[config.mk]
export PLATFORM = sky130hd
export DESIGN_NAME = stereo_timestamp_pair_matcher
export DESIGN_NICKNAME = d
export VERILOG_FILES = /design/src/rtl/stpm_pkg.sv /design/src/rtl/stpm_queue.sv /design/src/rtl/stereo_timestamp_pair_matcher.sv
export SDC_FILE = /design/constraint.sdc
export NUM_CORES = 1
export LEC_CHECK = 0
export BUFFER_PORTS_ARGS = -buffer_cell sky130_fd_sc_hd__buf_4
export CAP_MARGIN = 5
export CORE_UTILIZATION = 64
export DETAILED_ROUTE_END_ITERATION = 8
export GPL_ROUTABILITY_DRIVEN = 0
export PLACE_DENSITY = 0.89
export SYNTH_ARGS = -nofsm -noshare
export SYNTH_HDL_FRONTEND = slang
export SYNTH_SLANG_ARGS = --single-unit
[constraint.sdc]
create_clock -name clk_i -period 27.2 [get_ports clk_i]
set_input_delay 1.36 -clock clk_i [delete_from_list [all_inputs] [get_ports clk_i]]
set_output_delay 1.36 -clock clk_i [all_outputs]
set_load 0.005 [all_outputs]
[src/rtl/stpm_pkg.sv]
// shared types and constants of the stereo timestamp pair matcher
package stpm_pkg;

  localparam int unsigned TIME_BITS   = 64;
  localparam int unsigned TAG_BITS    = 16;
  localparam int unsigned WINDOW_BITS = 32;

  localparam logic [WINDOW_BITS-1:0] WINDOW_RESET = 32'd70_000_000;

  // one input transfer
  typedef struct packed {
    logic                 left_present;
    logic [TIME_BITS-1:0] left_time;
    logic [TAG_BITS-1:0]  left_tag;
    logic                 right_present;
    logic [TIME_BITS-1:0] right_time;
    logic [TAG_BITS-1:0]  right_tag;
  } stpm_in_t;

  // one matched pair
  typedef struct packed {
    logic [TAG_BITS-1:0]  pair_left_tag;
    logic [TIME_BITS-1:0] pair_left_time;
    logic [TAG_BITS-1:0]  pair_right_tag;
    logic [TIME_BITS-1:0] pair_right_time;
  } stpm_pair_t;

  // one queued frame
  typedef struct packed {
    logic [TIME_BITS-1:0] ts;
    logic [TAG_BITS-1:0]  tag;
  } stpm_frame_t;

  // queue control from the sequencer
  typedef struct packed {
    logic load;     // new input transfer: drop oldest if full, then maybe push
    logic present;  // frame carried with the load
    logic pop;      // pop the head
  } stpm_qctl_t;

  // sequencer states
  typedef enum logic [1:0] {
    ST_IDLE,
    ST_DIFF,
    ST_NEG,
    ST_CHECK
  } stpm_state_e;

endpackage

[src/rtl/stpm_queue.sv]
// shift-register frame queue with drop-oldest on overflow
module stpm_queue #(
  parameter int unsigned DEPTH = 3,
  localparam int unsigned CNT_W = $clog2(DEPTH + 1)
) (
  input  logic                clk_i,
  input  logic                rst_ni,
  input  stpm_pkg::stpm_qctl_t ctl_i,
  input  stpm_pkg::stpm_frame_t frame_i,
  output stpm_pkg::stpm_frame_t head_o,
  output logic                nonempty_o
);

  stpm_pkg::stpm_frame_t entry_q [DEPTH];
  stpm_pkg::stpm_frame_t entry_d [DEPTH];
  logic [CNT_W-1:0]      count_q, count_d;
  logic                  full;
  logic                  shift;
  logic                  write;
  logic [CNT_W-1:0]      wpos;

  assign full  = (count_q == CNT_W'(DEPTH));
  assign shift = (ctl_i.load & full) | (ctl_i.pop & (count_q != '0));
  assign write = ctl_i.load & ctl_i.present;
  assign wpos  = count_q - CNT_W'(shift);

  // next entries: shift toward the head, then write at the tail
  always_comb begin
    for (int i = 0; i < DEPTH; i++) begin
      entry_d[i] = entry_q[i];
      if (write && (wpos == CNT_W'(i))) begin
        entry_d[i] = frame_i;
      end else if (shift && (i < DEPTH - 1)) begin
        entry_d[i] = entry_q[(i < DEPTH - 1) ? i + 1 : i];
      end
    end
    count_d = wpos + CNT_W'(write);
  end

  // entries hold no reset
  always_ff @(posedge clk_i) begin
    for (int i = 0; i < DEPTH; i++) begin
      entry_q[i] <= entry_d[i];
    end
  end

  // fill count
  always_ff @(posedge clk_i or negedge rst_ni) begin
    if (!rst_ni) begin
      count_q <= '0;
    end else begin
      count_q <= count_d;
    end
  end

  assign head_o     = entry_q[0];
  assign nonempty_o = (count_q != '0);

endmodule

[src/rtl/stereo_timestamp_pair_matcher.sv]
// top level: pairs left and right camera frames by timestamp
//
//   channel  | signals                      | moves
//   ---------+------------------------------+------------------------------
//   in       | in_valid_i/in_ready_o        | stpm_in_t, one step of frames
//   out      | out_valid_o/out_ready_i      | stpm_pair_t, one matched pair
//   cfg      | cfg_we_i/cfg_wdata_i         | sync window in ns, no wait
//
// an input transfer drops/pushes in idle, then each head compare passes diff,
// neg (only when left is older) and check (one shared 64-bit subtractor, used
// twice when left is older). a step ends in idle after a pair or when a queue
// is empty, and no new transfer is taken until then.
// reset empties both queues and loads the 70 ms window; no clearing pass.
// a pair waiting on a full output register stalls the sequencer in check.
module stereo_timestamp_pair_matcher #(
  parameter int unsigned QUEUE_DEPTH = 3
) (
  input  logic                 clk_i,
  input  logic                 rst_ni,
  input  logic                 in_valid_i,
  output logic                 in_ready_o,
  input  stpm_pkg::stpm_in_t   in_data_i,
  output logic                 out_valid_o,
  input  logic                 out_ready_i,
  output stpm_pkg::stpm_pair_t out_data_o,
  input  logic                 cfg_we_i,
  input  logic [stpm_pkg::WINDOW_BITS-1:0] cfg_wdata_i
);

  localparam int unsigned TW = stpm_pkg::TIME_BITS;
  localparam int unsigned WW = stpm_pkg::WINDOW_BITS;

  stpm_pkg::stpm_state_e state_q, state_d;
  stpm_pkg::stpm_qctl_t  lctl, rctl;
  stpm_pkg::stpm_frame_t lframe, rframe, lhead, rhead;
  stpm_pkg::stpm_pair_t  out_data_q;
  logic                  lnonempty, rnonempty;
  logic [WW-1:0]         window_q;
  logic [TW-1:0]         diff_q, diff_d;
  logic                  lt_less_q, lt_less_d;
  logic [TW-1:0]         sub_a, sub_b;
  logic [TW:0]           sub_res;
  logic                  swap_sel;
  logic                  in_window;
  logic                  out_free;
  logic                  out_load;
  logic                  out_valid_q;
  logic                  accept;

  assign accept   = in_valid_i & in_ready_o;
  assign out_free = ~out_valid_q | out_ready_i;

  // incoming frames
  assign lframe = '{ts: in_data_i.left_time, tag: in_data_i.left_tag};
  assign rframe = '{ts: in_data_i.right_time, tag: in_data_i.right_tag};

  stpm_queue #(.DEPTH(QUEUE_DEPTH)) u_left_q (
    .clk_i      (clk_i),
    .rst_ni     (rst_ni),
    .ctl_i      (lctl),
    .frame_i    (lframe),
    .head_o     (lhead),
    .nonempty_o (lnonempty)
  );

  stpm_queue #(.DEPTH(QUEUE_DEPTH)) u_right_q (
    .clk_i      (clk_i),
    .rst_ni     (rst_ni),
    .ctl_i      (rctl),
    .frame_i    (rframe),
    .head_o     (rhead),
    .nonempty_o (rnonempty)
  );

  // shared subtractor, operands swapped for the second pass
  assign sub_a   = swap_sel ? rhead.ts : lhead.ts;
  assign sub_b   = swap_sel ? lhead.ts : rhead.ts;
  assign sub_res = {1'b0, sub_a} - {1'b0, sub_b};

  // absolute difference below the window
  assign in_window = (diff_q[TW-1:WW] == '0) && (diff_q[WW-1:0] < window_q);

  // next state
  always_comb begin
    state_d = state_q;
    case (state_q)
      stpm_pkg::ST_IDLE: begin
        if (accept) state_d = stpm_pkg::ST_DIFF;
      end
      stpm_pkg::ST_DIFF: begin
        if (!(lnonempty && rnonempty)) state_d = stpm_pkg::ST_IDLE;
        else if (sub_res[TW])          state_d = stpm_pkg::ST_NEG;
        else                           state_d = stpm_pkg::ST_CHECK;
      end
      stpm_pkg::ST_NEG: begin
        state_d = stpm_pkg::ST_CHECK;
      end
      stpm_pkg::ST_CHECK: begin
        if (!in_window)    state_d = stpm_pkg::ST_DIFF;
        else if (out_free) state_d = stpm_pkg::ST_IDLE;
      end
      default: state_d = stpm_pkg::ST_IDLE;
    endcase
  end

  // sequencer outputs
  always_comb begin
    in_ready_o = 1'b0;
    swap_sel   = 1'b0;
    out_load   = 1'b0;
    diff_d     = diff_q;
    lt_less_d  = lt_less_q;
    lctl       = '{load: 1'b0, present: 1'b0, pop: 1'b0};
    rctl       = '{load: 1'b0, present: 1'b0, pop: 1'b0};
    case (state_q)
      stpm_pkg::ST_IDLE: begin
        in_ready_o   = 1'b1;
        lctl.load    = accept;
        lctl.present = in_data_i.left_present;
        rctl.load    = accept;
        rctl.present = in_data_i.right_present;
      end
      stpm_pkg::ST_DIFF: begin
        diff_d    = sub_res[TW-1:0];
        lt_less_d = sub_res[TW];
      end
      stpm_pkg::ST_NEG: begin
        swap_sel = 1'b1;
        diff_d   = sub_res[TW-1:0];
      end
      stpm_pkg::ST_CHECK: begin
        if (in_window) begin
          out_load = out_free;
          lctl.pop = out_free;
          rctl.pop = out_free;
        end else begin
          lctl.pop = lt_less_q;
          rctl.pop = ~lt_less_q;
        end
      end
      default: begin
        in_ready_o = 1'b0;
      end
    endcase
  end

  // control registers
  always_ff @(posedge clk_i or negedge rst_ni) begin
    if (!rst_ni) begin
      state_q     <= stpm_pkg::ST_IDLE;
      out_valid_q <= 1'b0;
      window_q    <= stpm_pkg::WINDOW_RESET;
    end else begin
      state_q     <= state_d;
      out_valid_q <= out_load | (out_valid_q & ~out_ready_i);
      if (cfg_we_i) window_q <= cfg_wdata_i;
    end
  end

  // datapath registers
  always_ff @(posedge clk_i) begin
    diff_q    <= diff_d;
    lt_less_q <= lt_less_d;
    if (out_load) begin
      out_data_q <= '{pair_left_tag:   lhead.tag,
                      pair_left_time:  lhead.ts,
                      pair_right_tag:  rhead.tag,
                      pair_right_time: rhead.ts};
    end
  end

  assign out_valid_o = out_valid_q;
  assign out_data_o  = out_data_q;

endmodule

=== Word-level counts from Yosys, hierarchy flattened ===
Memory sizes are Yosys's and may differ from the RTL's.
Index checks and enable logic that the tools add are counted.

* Flip-flop bits (word level): 264
* Bits in latches: 0
* Bits in writable memories: 480
* ROM bits: 0
* Input port bits: 199
* Output and inout port bits: 162
* Logic and storage cells: 89
* Memories: 2

{| class="wikitable"
|+ Memory list
! memory !! depth !! width !! read ports !! clocked after memory_dff !! write ports !! line !! source
|-
| u_left_q.entry_q || 3 || 80 || 3 || 0 || 3 || stpm_queue.sv:14 || <nowiki>stpm_pkg::stpm_frame_t entry_q [DEPTH];</nowiki>
|-
| u_right_q.entry_q || 3 || 80 || 3 || 0 || 3 || stpm_queue.sv:14 ||
|}

* $add $sub $neg: 5
* Multiply operators: 0
* Divide/modulo/power cells: 0
* $lt $le $gt $ge: 1
* Equal/unequal tests: 11
* Shift-type cells: 0
* Multiplexer cells: 28
* Bitwise operators: 15
* Reductions and logical operators: 16

{| class="wikitable"
|+ Operators by type and width
! cell !! number
|-
| $mux 80 || 10
|-
| $mux 64 || 2
|-
| $sub 64x64->65 || 1
|-
| $logic_not 32->1 || 1
|-
| $lt 32x32->1 || 1
|-
| $eq 2x2->1 const B || 6
|-
| $mux 2 || 6
|-
| $mux 1 || 9
|-
| $and 1x1->1 || 8
|-
| $logic_and 1x1->1 || 8
|-
| $pmux 2 s4 || 1
|-
| $eq 2x1->1 const B || 3
|-
| $logic_not 2->1 || 3
|-
| $add 2x1->2 || 2
|-
| $or 1x1->1 || 4
|-
| $reduce_bool 2->1 || 2
|-
| $sub 2x1->2 || 2
|-
| $ne 3x3->1 const B || 1
|-
| $not 1->1 || 3
|-
| $ne 2x2->1 const B || 1
|-
| $reduce_and 2->1 || 1
|-
| $reduce_or 2->1 || 1
|}

=== Depth between registers and ports, before layout ===
Gate-level depths: netlist of run 1.

* Depth after elaboration: 10
* Gate-level depth with buffers: 21
* Mapped depth without buffers: 18

=== Cells and area by module ===
From an unflattened synthesis of run 1, not the netlist that was laid out.

* Cell total of the unflattened synthesis: 2335
* Area total of the unflattened synthesis: 34599.4 sq um

{| class="wikitable"
|+ By module, submodules not included
! module !! times used !! cells an instance !! area each (sq um) !! seq. area each (sq um)
|-
| stpm_queue || 2 || 515 || 9969.6 || 7257.0
|-
| stereo_timestamp_pair_matcher || 1 || 1305 || 14660.3 || 7643.6
|}

=== Worst setup path after synthesis of run 1 ===
OpenSTA, ideal clock, no wires.

* Path type: register to register
* From: register window_q[12]
* To: register out_data_q (netlist bit out_data_o[0]) (enable)
* Library setup time: 876 ps
* Arrival time: 13047 ps
* Required time: 26324 ps
* Slack: 13277 ps
* Cell stages (with the launch flop): 10
* Path buffers: 0
* Period minus slack after synthesis: 13923 ps
* Path through: dfstp_2 -> inv_1 -> ha_1 -> and3_1 -> a221o_1 -> a21oi_1 -> o31ai_1 -> a221oi_1 -> o21ai_1 -> nor3_1

* Word-level cells in the longest chain between the ends: 4

{| class="wikitable"
|+ RTL lines
! what !! line !! source
|-
| start: declaration || stereo_timestamp_pair_matcher.sv:38 || <nowiki>logic [WW-1:0] window_q;</nowiki>
|-
| start signal: assignment || stereo_timestamp_pair_matcher.sv:152 || <nowiki>window_q <= stpm_pkg::WINDOW_RESET;</nowiki>
|-
| start signal: assignment || stereo_timestamp_pair_matcher.sv:156 || <nowiki>if (cfg_we_i) window_q <= cfg_wdata_i;</nowiki>
|-
| $lt 32x32->1 || stereo_timestamp_pair_matcher.sv:81 || <nowiki>assign in_window = (diff_q[TW-1:WW] == '0) && (diff_q[WW-1:0] < window_q);</nowiki>
|-
| $logic_and 1x1->1 || stereo_timestamp_pair_matcher.sv:81 ||
|-
| $mux 1 || stereo_timestamp_pair_matcher.sv:132 || <nowiki>if (in_window) begin</nowiki>
|-
| $mux 1 || stereo_timestamp_pair_matcher.sv:115 || <nowiki>case (state_q)</nowiki>
|-
| named net out_load || stereo_timestamp_pair_matcher.sv:46 || <nowiki>logic out_load;</nowiki>
|-
| end signal: assignment || stereo_timestamp_pair_matcher.sv:165 || <nowiki>out_data_q <= '{pair_left_tag: lhead.tag,</nowiki>
|-
| end: declaration || stereo_timestamp_pair_matcher.sv:36 || <nowiki>stpm_pkg::stpm_pair_t out_data_q;</nowiki>
|}

The timed path passes the listed nets, and every way through them passes these cells.
A chain may end at the register's enable or synchronous reset.

==> results.cfg, run 1 <==
[synth]
yosysSeqAreaShare_pct = 66.6
syn_area_um2 = 33300
async_flop_share_pct = 5.24
yosysWarnings = 0
ys_ff_latch = 744
ys.flop_type = edfxtp_1
synthCells = 2241
syn_nets = 2480
avgSynthCellArea_um2 = 14.8
synth_cell_types = 80
synth_edf_count = 705

[placed_design]
dp_slack_ns = 21.29
portBuffers = 360
dpl_cell_area_um2 = 36800
dp_hpwl_mm = 52.3
dpl.cell_count = 3240

[finish]
nets = 2877
area_delta_synth_final_pct = 17.7
design_area_um2 = 39200
layout-drive-gt1-share_pct = 31.4
fill_cells = 2958
fin_util_pct = 76.3
final_cells = 3374

[floorplanning]
core_area_um2 = 51300
die_h_um = 230
dieArea_um2 = 52900
initial_core_util_pct = 64.9
rows = 83
fp.dieW_um = 230
io-pin-count = 361

[setup_path]
critPathKind = reg2reg
worstSetupStartpointType = register
r2r_cells = 17
critPathCaptureType = register
arrival_ns = 6.19
cp_data_required_time_ns = 27.44
crit_fanout = 54

[clocking]
clkTransAtPathRegs_ns = 0.06
cts_root_buf = clkbuf_16
clkSinkCount = 744
tritoncts = built
cts_htree_levels = 3
cts_hold_buf = 0
cts_setup_buffers = 0
worstSkewPairLatency_ns = 0.62
clk_path_buf_depth = 3
ctsResizeCount = 0
cts_made_buffers = 76

[sta]
hold_viol_final = 0
period_share_pct = 21.9
finalSetupViolations = 0
slew_viol_final = 0
tns_ns = 0
relSlewSlack_pct = 23.1
skew_ns = 0.0215
whs_ns = 0.418
clock.fmax_ghz = 0.168
tightestPinTransition_ns = 1.15
period_needed_ns = 5.95
rsz0062_at_grt = no
fin_ws_ns = 21.25

[min_path]
hp-class = reg2reg
whs_path_depth = 0

[global_routing]
grt.busiest_layer = met2
grt_usage_pct = 29.6
grt_pass1_wl_mm = 119
met3_usage_pct = 6.89
antenna_found_initial = 2
gr-total-overflow = 0
gr-usage-met1_pct = 38.6
grt_max_degree = 80
met2_usage_pct = 48.6
grt_pass1_vias = 20900

[flow_run]
drv_cap = 0

[route]
drcViolationCount = 0
first_iter_violations = 1823
avgViaCountPerCell = 6.03
drt.antenna.violating_nets = 0
vias = 20300
first_pass_iters = 6
wire_per_inst_um = 23.2
drt_wl_total_mm = 78.4

[pwr]
vdd_ir_drop_max_mv = 0.0626
power_density_nw_per_um2 = 95.8
p_leak_nw = 14.1
p_total_mw = 3.75

[status]
status = completed
synth_stat cells, types with 3 or more instances:
cell       count  area share (%)
edfxtp_1     705              64
mux2_2       323              11
inv_1        133             1.5
maj3_1       114             3.4
nand2_1      110             1.2
nor2_1        83            0.94
nand2b_1      75             1.4
o21ai_0       73             1.1
xnor2_1       68             1.8
nor2b_1       53             1.0
a21oi_1       52            0.78
clkbuf_1      44            0.50
ha_1          40             1.5
xor2_1        34            0.89
dfrtp_1       30             2.3
mux2i_1       21            0.63
nand3_1       20            0.30
o211ai_1      19            0.43
o21ai_1       16            0.24
nor3_1        15            0.23
nor4_1        15            0.28
a21o_1        12            0.27
and3_1        12            0.23
and2_1        11            0.21
nand4_1       11            0.21
or3_1         11            0.21
a211oi_1      10            0.23
dfstp_2        9            0.71
or2_2          9            0.17
a31oi_1        7            0.13
buf_2          7            0.11
o2111ai_1      7            0.18
o31ai_1        6            0.14
buf_1          5           0.056
a211o_1        4            0.11
a22oi_1        4           0.090
buf_4          4           0.090
o22ai_1        4           0.075
a2111oi_0      3           0.079
a221oi_1       3           0.079
a32oi_1        3           0.079
nor3b_1        3           0.068
o21bai_1       3           0.068
o311ai_1       3           0.079
critical path, stage by stage, from the launching register on:
cell and delay, ns:
edfxtp_1 0.37, ha_1 0.29, a21o_1 0.16, a21o_1 0.17, a21oi_1 0.16, o21ai_1 0.10, a221oi_1 0.34, o31ai_1 0.14
a221oi_1 0.66, o211ai_1 0.23, o2111ai_1 0.26, nand2_1 0.11, ha_1 0.24, xnor2_1 0.40, and3_4 0.57, inv_1 0.15
nand3_4 0.41, buf_4 0.71
power breakdown:
group	internal, mW	switching (mW)
combinational	0.409	0.614
clock	0.572	0.429
sequential	1.60	0.127
layer usage:
| metal | up-vias | wire (µm) |
|---|---|---|
| met5 | - | 0 |
| met4 | 0 | 2700 |
| met3 | 177 | 5840 |
| met2 | 828 | 38400 |
| met1 | 10100 | 31400 |
| li1 | 9198 | - |
cell type report:
cell class / instances / area, µm² / area share, %
Tap cell: 680 / 851 / 2.17
Clock inverter: 34 / 337 / 0.859
Multi-Input combinational cell: 1303 / 10500 / 26.7
Antenna cell: 2 / 5.00 / 0.0128
Clock buffer: 98 / 2020 / 5.15
Timing Repair Buffer: 379 / 2850 / 7.26
Sequential cell: 744 / 22200 / 56.6
Inverter: 134 / 503 / 1.28
worst paths after layout:
kind	startpoint	endpoint	slack [ns]
worst max-delay path	diff_q[1]	u_left_q.entry_q[0][132]	21.25
worst min-delay path	u_left_q.entry_q[0][7]	out_data_o[151]	0.42
worst max register to register	diff_q[1]	u_left_q.entry_q[0][132]	21.25
worst min register to register	u_left_q.entry_q[0][7]	out_data_o[151]	0.42
max in group asynchronous	rst_ni	window_q[30]	26.09
min in group asynchronous	rst_ni	window_q[3]	0.73
state kept, by name, summed over array words and instances (netlist names), named ones only:
| register | count |
|---|---|
| state_q | 1 |
| lt_less_q | 1 |
| u_right_q.entry_q | 240 |
| window_q | 32 |
| u_left_q.entry_q | 240 |
| diff_q | 64 |
| u_right_q.count_q | 2 |
| out_data_o | 160 |
| out_valid_o | 1 |
| u_left_q.count_q | 2 |
layout by cell type, fill, tap and decap left out, types with 14 or more instances in the layout:
cell type and count:
nand2_1 110, ha_1 38, dfrtp_1 30, nor2b_1 53
mux2_2 323, maj3_1 114, o211ai_1 19, a21oi_1 52
clkbuf_1 20, inv_1 133, edfxtp_1 705, o21ai_1 16
buf_4 379, nor3_1 14, nor2_1 79, xnor2_1 68
nor4_1 15, clkbuf_16 77, mux2i_1 21, o21ai_0 73
nand3_1 18, xor2_1 34, nand2b_1 75
kinds of logic (layout without fill, tap and decap cells):
family	count (synthesis)	count (layout)	share of synthesized area [%]
AO/OA/AOI/OAI	263	263	5.17
XOR/XNOR	102	102	2.68
adder cells (fa/ha/maj)	155	155	4.97
buffers and inverters	194	645	2.26
flip-flops	744	744	66.6
multiplexers	344	344	11.6
other	0	2	0
AND/OR/NAND/NOR	439	439	6.78
Power figures use the tool's default switching activity.
==> inputs of run 2 (changes only) <==
--- a/config.mk
+++ b/config.mk
@@ -7,10 +7,10 @@
 export LEC_CHECK = 0
 export BUFFER_PORTS_ARGS = -buffer_cell sky130_fd_sc_hd__buf_4
 export CAP_MARGIN = 5
-export CORE_UTILIZATION = 64
+export CORE_UTILIZATION = 53
 export DETAILED_ROUTE_END_ITERATION = 8
 export GPL_ROUTABILITY_DRIVEN = 0
-export PLACE_DENSITY = 0.89
+export PLACE_DENSITY = 0.79
 export SYNTH_ARGS = -nofsm -noshare
 export SYNTH_HDL_FRONTEND = slang
 export SYNTH_SLANG_ARGS = --single-unit
==> constraint.sdc (replaced) <==
create_clock -name clk_i -period 4.9 [get_ports clk_i]
set_input_delay 0.245 -clock clk_i [delete_from_list [all_inputs] [get_ports clk_i]]
set_output_delay 0.245 -clock clk_i [all_outputs]
set_load 0.005 [all_outputs]
==> run 2 against run 1 <==
Clock-buffer cell count is 4 lower. Sequential share of layout area is 3.6 points lower. Non-clock buffer count is 208 higher. Fmax is 32% higher. Largest power group unchanged. Sequential power grew to 5.6 times the previous value. Worst setup slack worse by 21 ns. Critical endpoint is now u_left_q.entry_q[0][149].
==> results.cfg, run 2 (synthesized netlist as in run 1, its figures left out) <==
[status]
status = completed

[floorplanning]
core_area_um2 = 61800
rows = 91
initial_core_util_pct = 53.8
io-pin-count = 361
fp.dieW_um = 253
die_h_um = 253
dieArea_um2 = 63800

[finish]
multiInputGateArea_um2 = 10500
fill_cells = 4125
design_area_um2 = 41900
fin_util_pct = 67.7
area_delta_synth_final_pct = 25.8
layout-drive-gt1-share_pct = 30.5
final_common_cell = edfxtp_1
seqCellArea_um2 = 22200
most-common-layout-cells = edfxtp_1, buf_4, mux2_2
nets = 3087

[clocking]
cts_root_buf = clkbuf_16
cts_htree_levels = 3
clk_path_buf_depth = 3
clkSinkCount = 744
cts_setup_buffers = 0
tritoncts = built
cts_made_buffers = 78
worstSkewPairLatency_ns = 0.63
clkTransAtPathRegs_ns = 0.06

[global_routing]
grt_pass1_wl_mm = 125
gr-total-overflow = 0
grt_max_degree = 81
grt_usage_pct = 25.7
antenna_found_initial = 5
grt_pass1_vias = 21600

[sta]
tns_ns = 0
period_share_pct = 92.1
hold_viol_final = 0
tightestPinTransition_ns = 0.792
skew_ns = 0.0310
period_needed_ns = 4.51
relSlewSlack_pct = 46.7
rsz0062_at_grt = no
clock.fmax_ghz = 0.222
slew_viol_final = 0
fin_ws_ns = 0.388
finalSetupViolations = 0

[pwr]
swShare_pct = 31.1
combPwrFrac_pct = 27.6
seqPwrFrac_pct = 44.9
p_int_mw = 14.8
power_density_nw_per_um2 = 513
power.share.clock_pct = 27.4
vdd_ir_drop_max_mv = 0.263
p_leak_nw = 15.1
p_sw_mw = 6.68

[placed_design]
dp_slack_ns = 0.282
portBuffers = 360
dpl_cell_area_um2 = 37400
dp_hpwl_mm = 53.9

[route]
drt.antenna.violating_nets = 0
drcViolationCount = 0
first_pass_iters = 5
drt_wl_total_mm = 82.0
vias = 20900
first_iter_violations = 1505
avgViaCountPerCell = 5.58
wire_per_inst_um = 21.9

[setup_path]
crit_fanout = 26
critPathKind = reg2reg
critPathCaptureType = register
cp_data_required_time_ns = 5.19
worstSetupStartpointType = register
r2r_cells = 18
arrival_ns = 4.80

[flow_run]
drv_cap = 0

[min_path]
hp-class = in2reg
whs_path_depth = 3
-- run 2: path summary, 6_finish.rpt --
check | start | end | slack, ns
setup / recovery | window_q[1] | u_left_q.entry_q[0][149] | 0.39
hold / removal | cfg_we_i | window_q[8] | 0.11
setup reg to reg | window_q[1] | u_left_q.entry_q[0][149] | 0.39
hold reg to reg | u_left_q.entry_q[0][14] | out_data_o[158] | 0.42
max in group asynchronous | rst_ni | window_q[12] | 4.34
min in group asynchronous | rst_ni | out_valid_o | 0.16
-- run 2: per-stage QoR --
stage                     cells  hold slack (ns)  power [mW]
after floorplan            2241          -0.0506        13.7
after global placement     3412            0.254        15.2
after detailed placement   3412            0.263        15.5
after CTS                  3745           0.0685        21.5
after global routing       3749            0.102        22.4
final                      3750            0.114        21.5
-- run 2: power by group through the flow --
stage	combinational, mW	clock [mW]	sequential [mW]
4_1_cts	5.90	5.97	9.63
5_1_grt	6.48	6.22	9.76
3_5_place_dp	5.72	0	9.74
6_report	5.93	5.89	9.64
2_1_floorplan	4.12	0	9.55
3_3_place_gp	5.51	0	9.68
-- run 2: worst max-delay path, stage by stage (launching register included) --
cell and delay [ns]:
dfrtp_1 0.34, inv_1 0.06, ha_1 0.30, a21o_1 0.16
a21o_1 0.17, a21oi_1 0.13, o21ai_1 0.08, a221oi_1 0.30
o31ai_1 0.17, a221oi_2 0.40, o211ai_1 0.19, o2111ai_2 0.21
nand2_1 0.11, ha_1 0.24, xnor2_2 0.28, and3_4 0.40
inv_1 0.11, nand3_4 0.24, buf_12 0.25
-- run 2: timing repair --
action,CTS,global route
hold buffers,193,0
setup endpoints to repair,0,123
resized for setup,0,2
hold endpoints to repair,551,0
-- run 2: layer usage --
metal  wire length (µm)  vias to the layer above  track usage (%)
met2              40800                      740             43.4
met3               4970                      122             3.94
li1                   -                     9612                -
met1              34200                    10400             34.0
met4               1950                        2             8.33
met5                 13                        -                0
-- run 2: cell type report --
class / instances / area share (%)
clock inverters: 46 / 1.07
diodes: 5 / 0.0299
multi-input cells: 1303 / 25.1
flip-flops and latches: 744 / 52.9
clock buffers: 94 / 4.96
repair buffers: 587 / 12.2
well taps: 837 / 2.50
inverters: 134 / 1.20
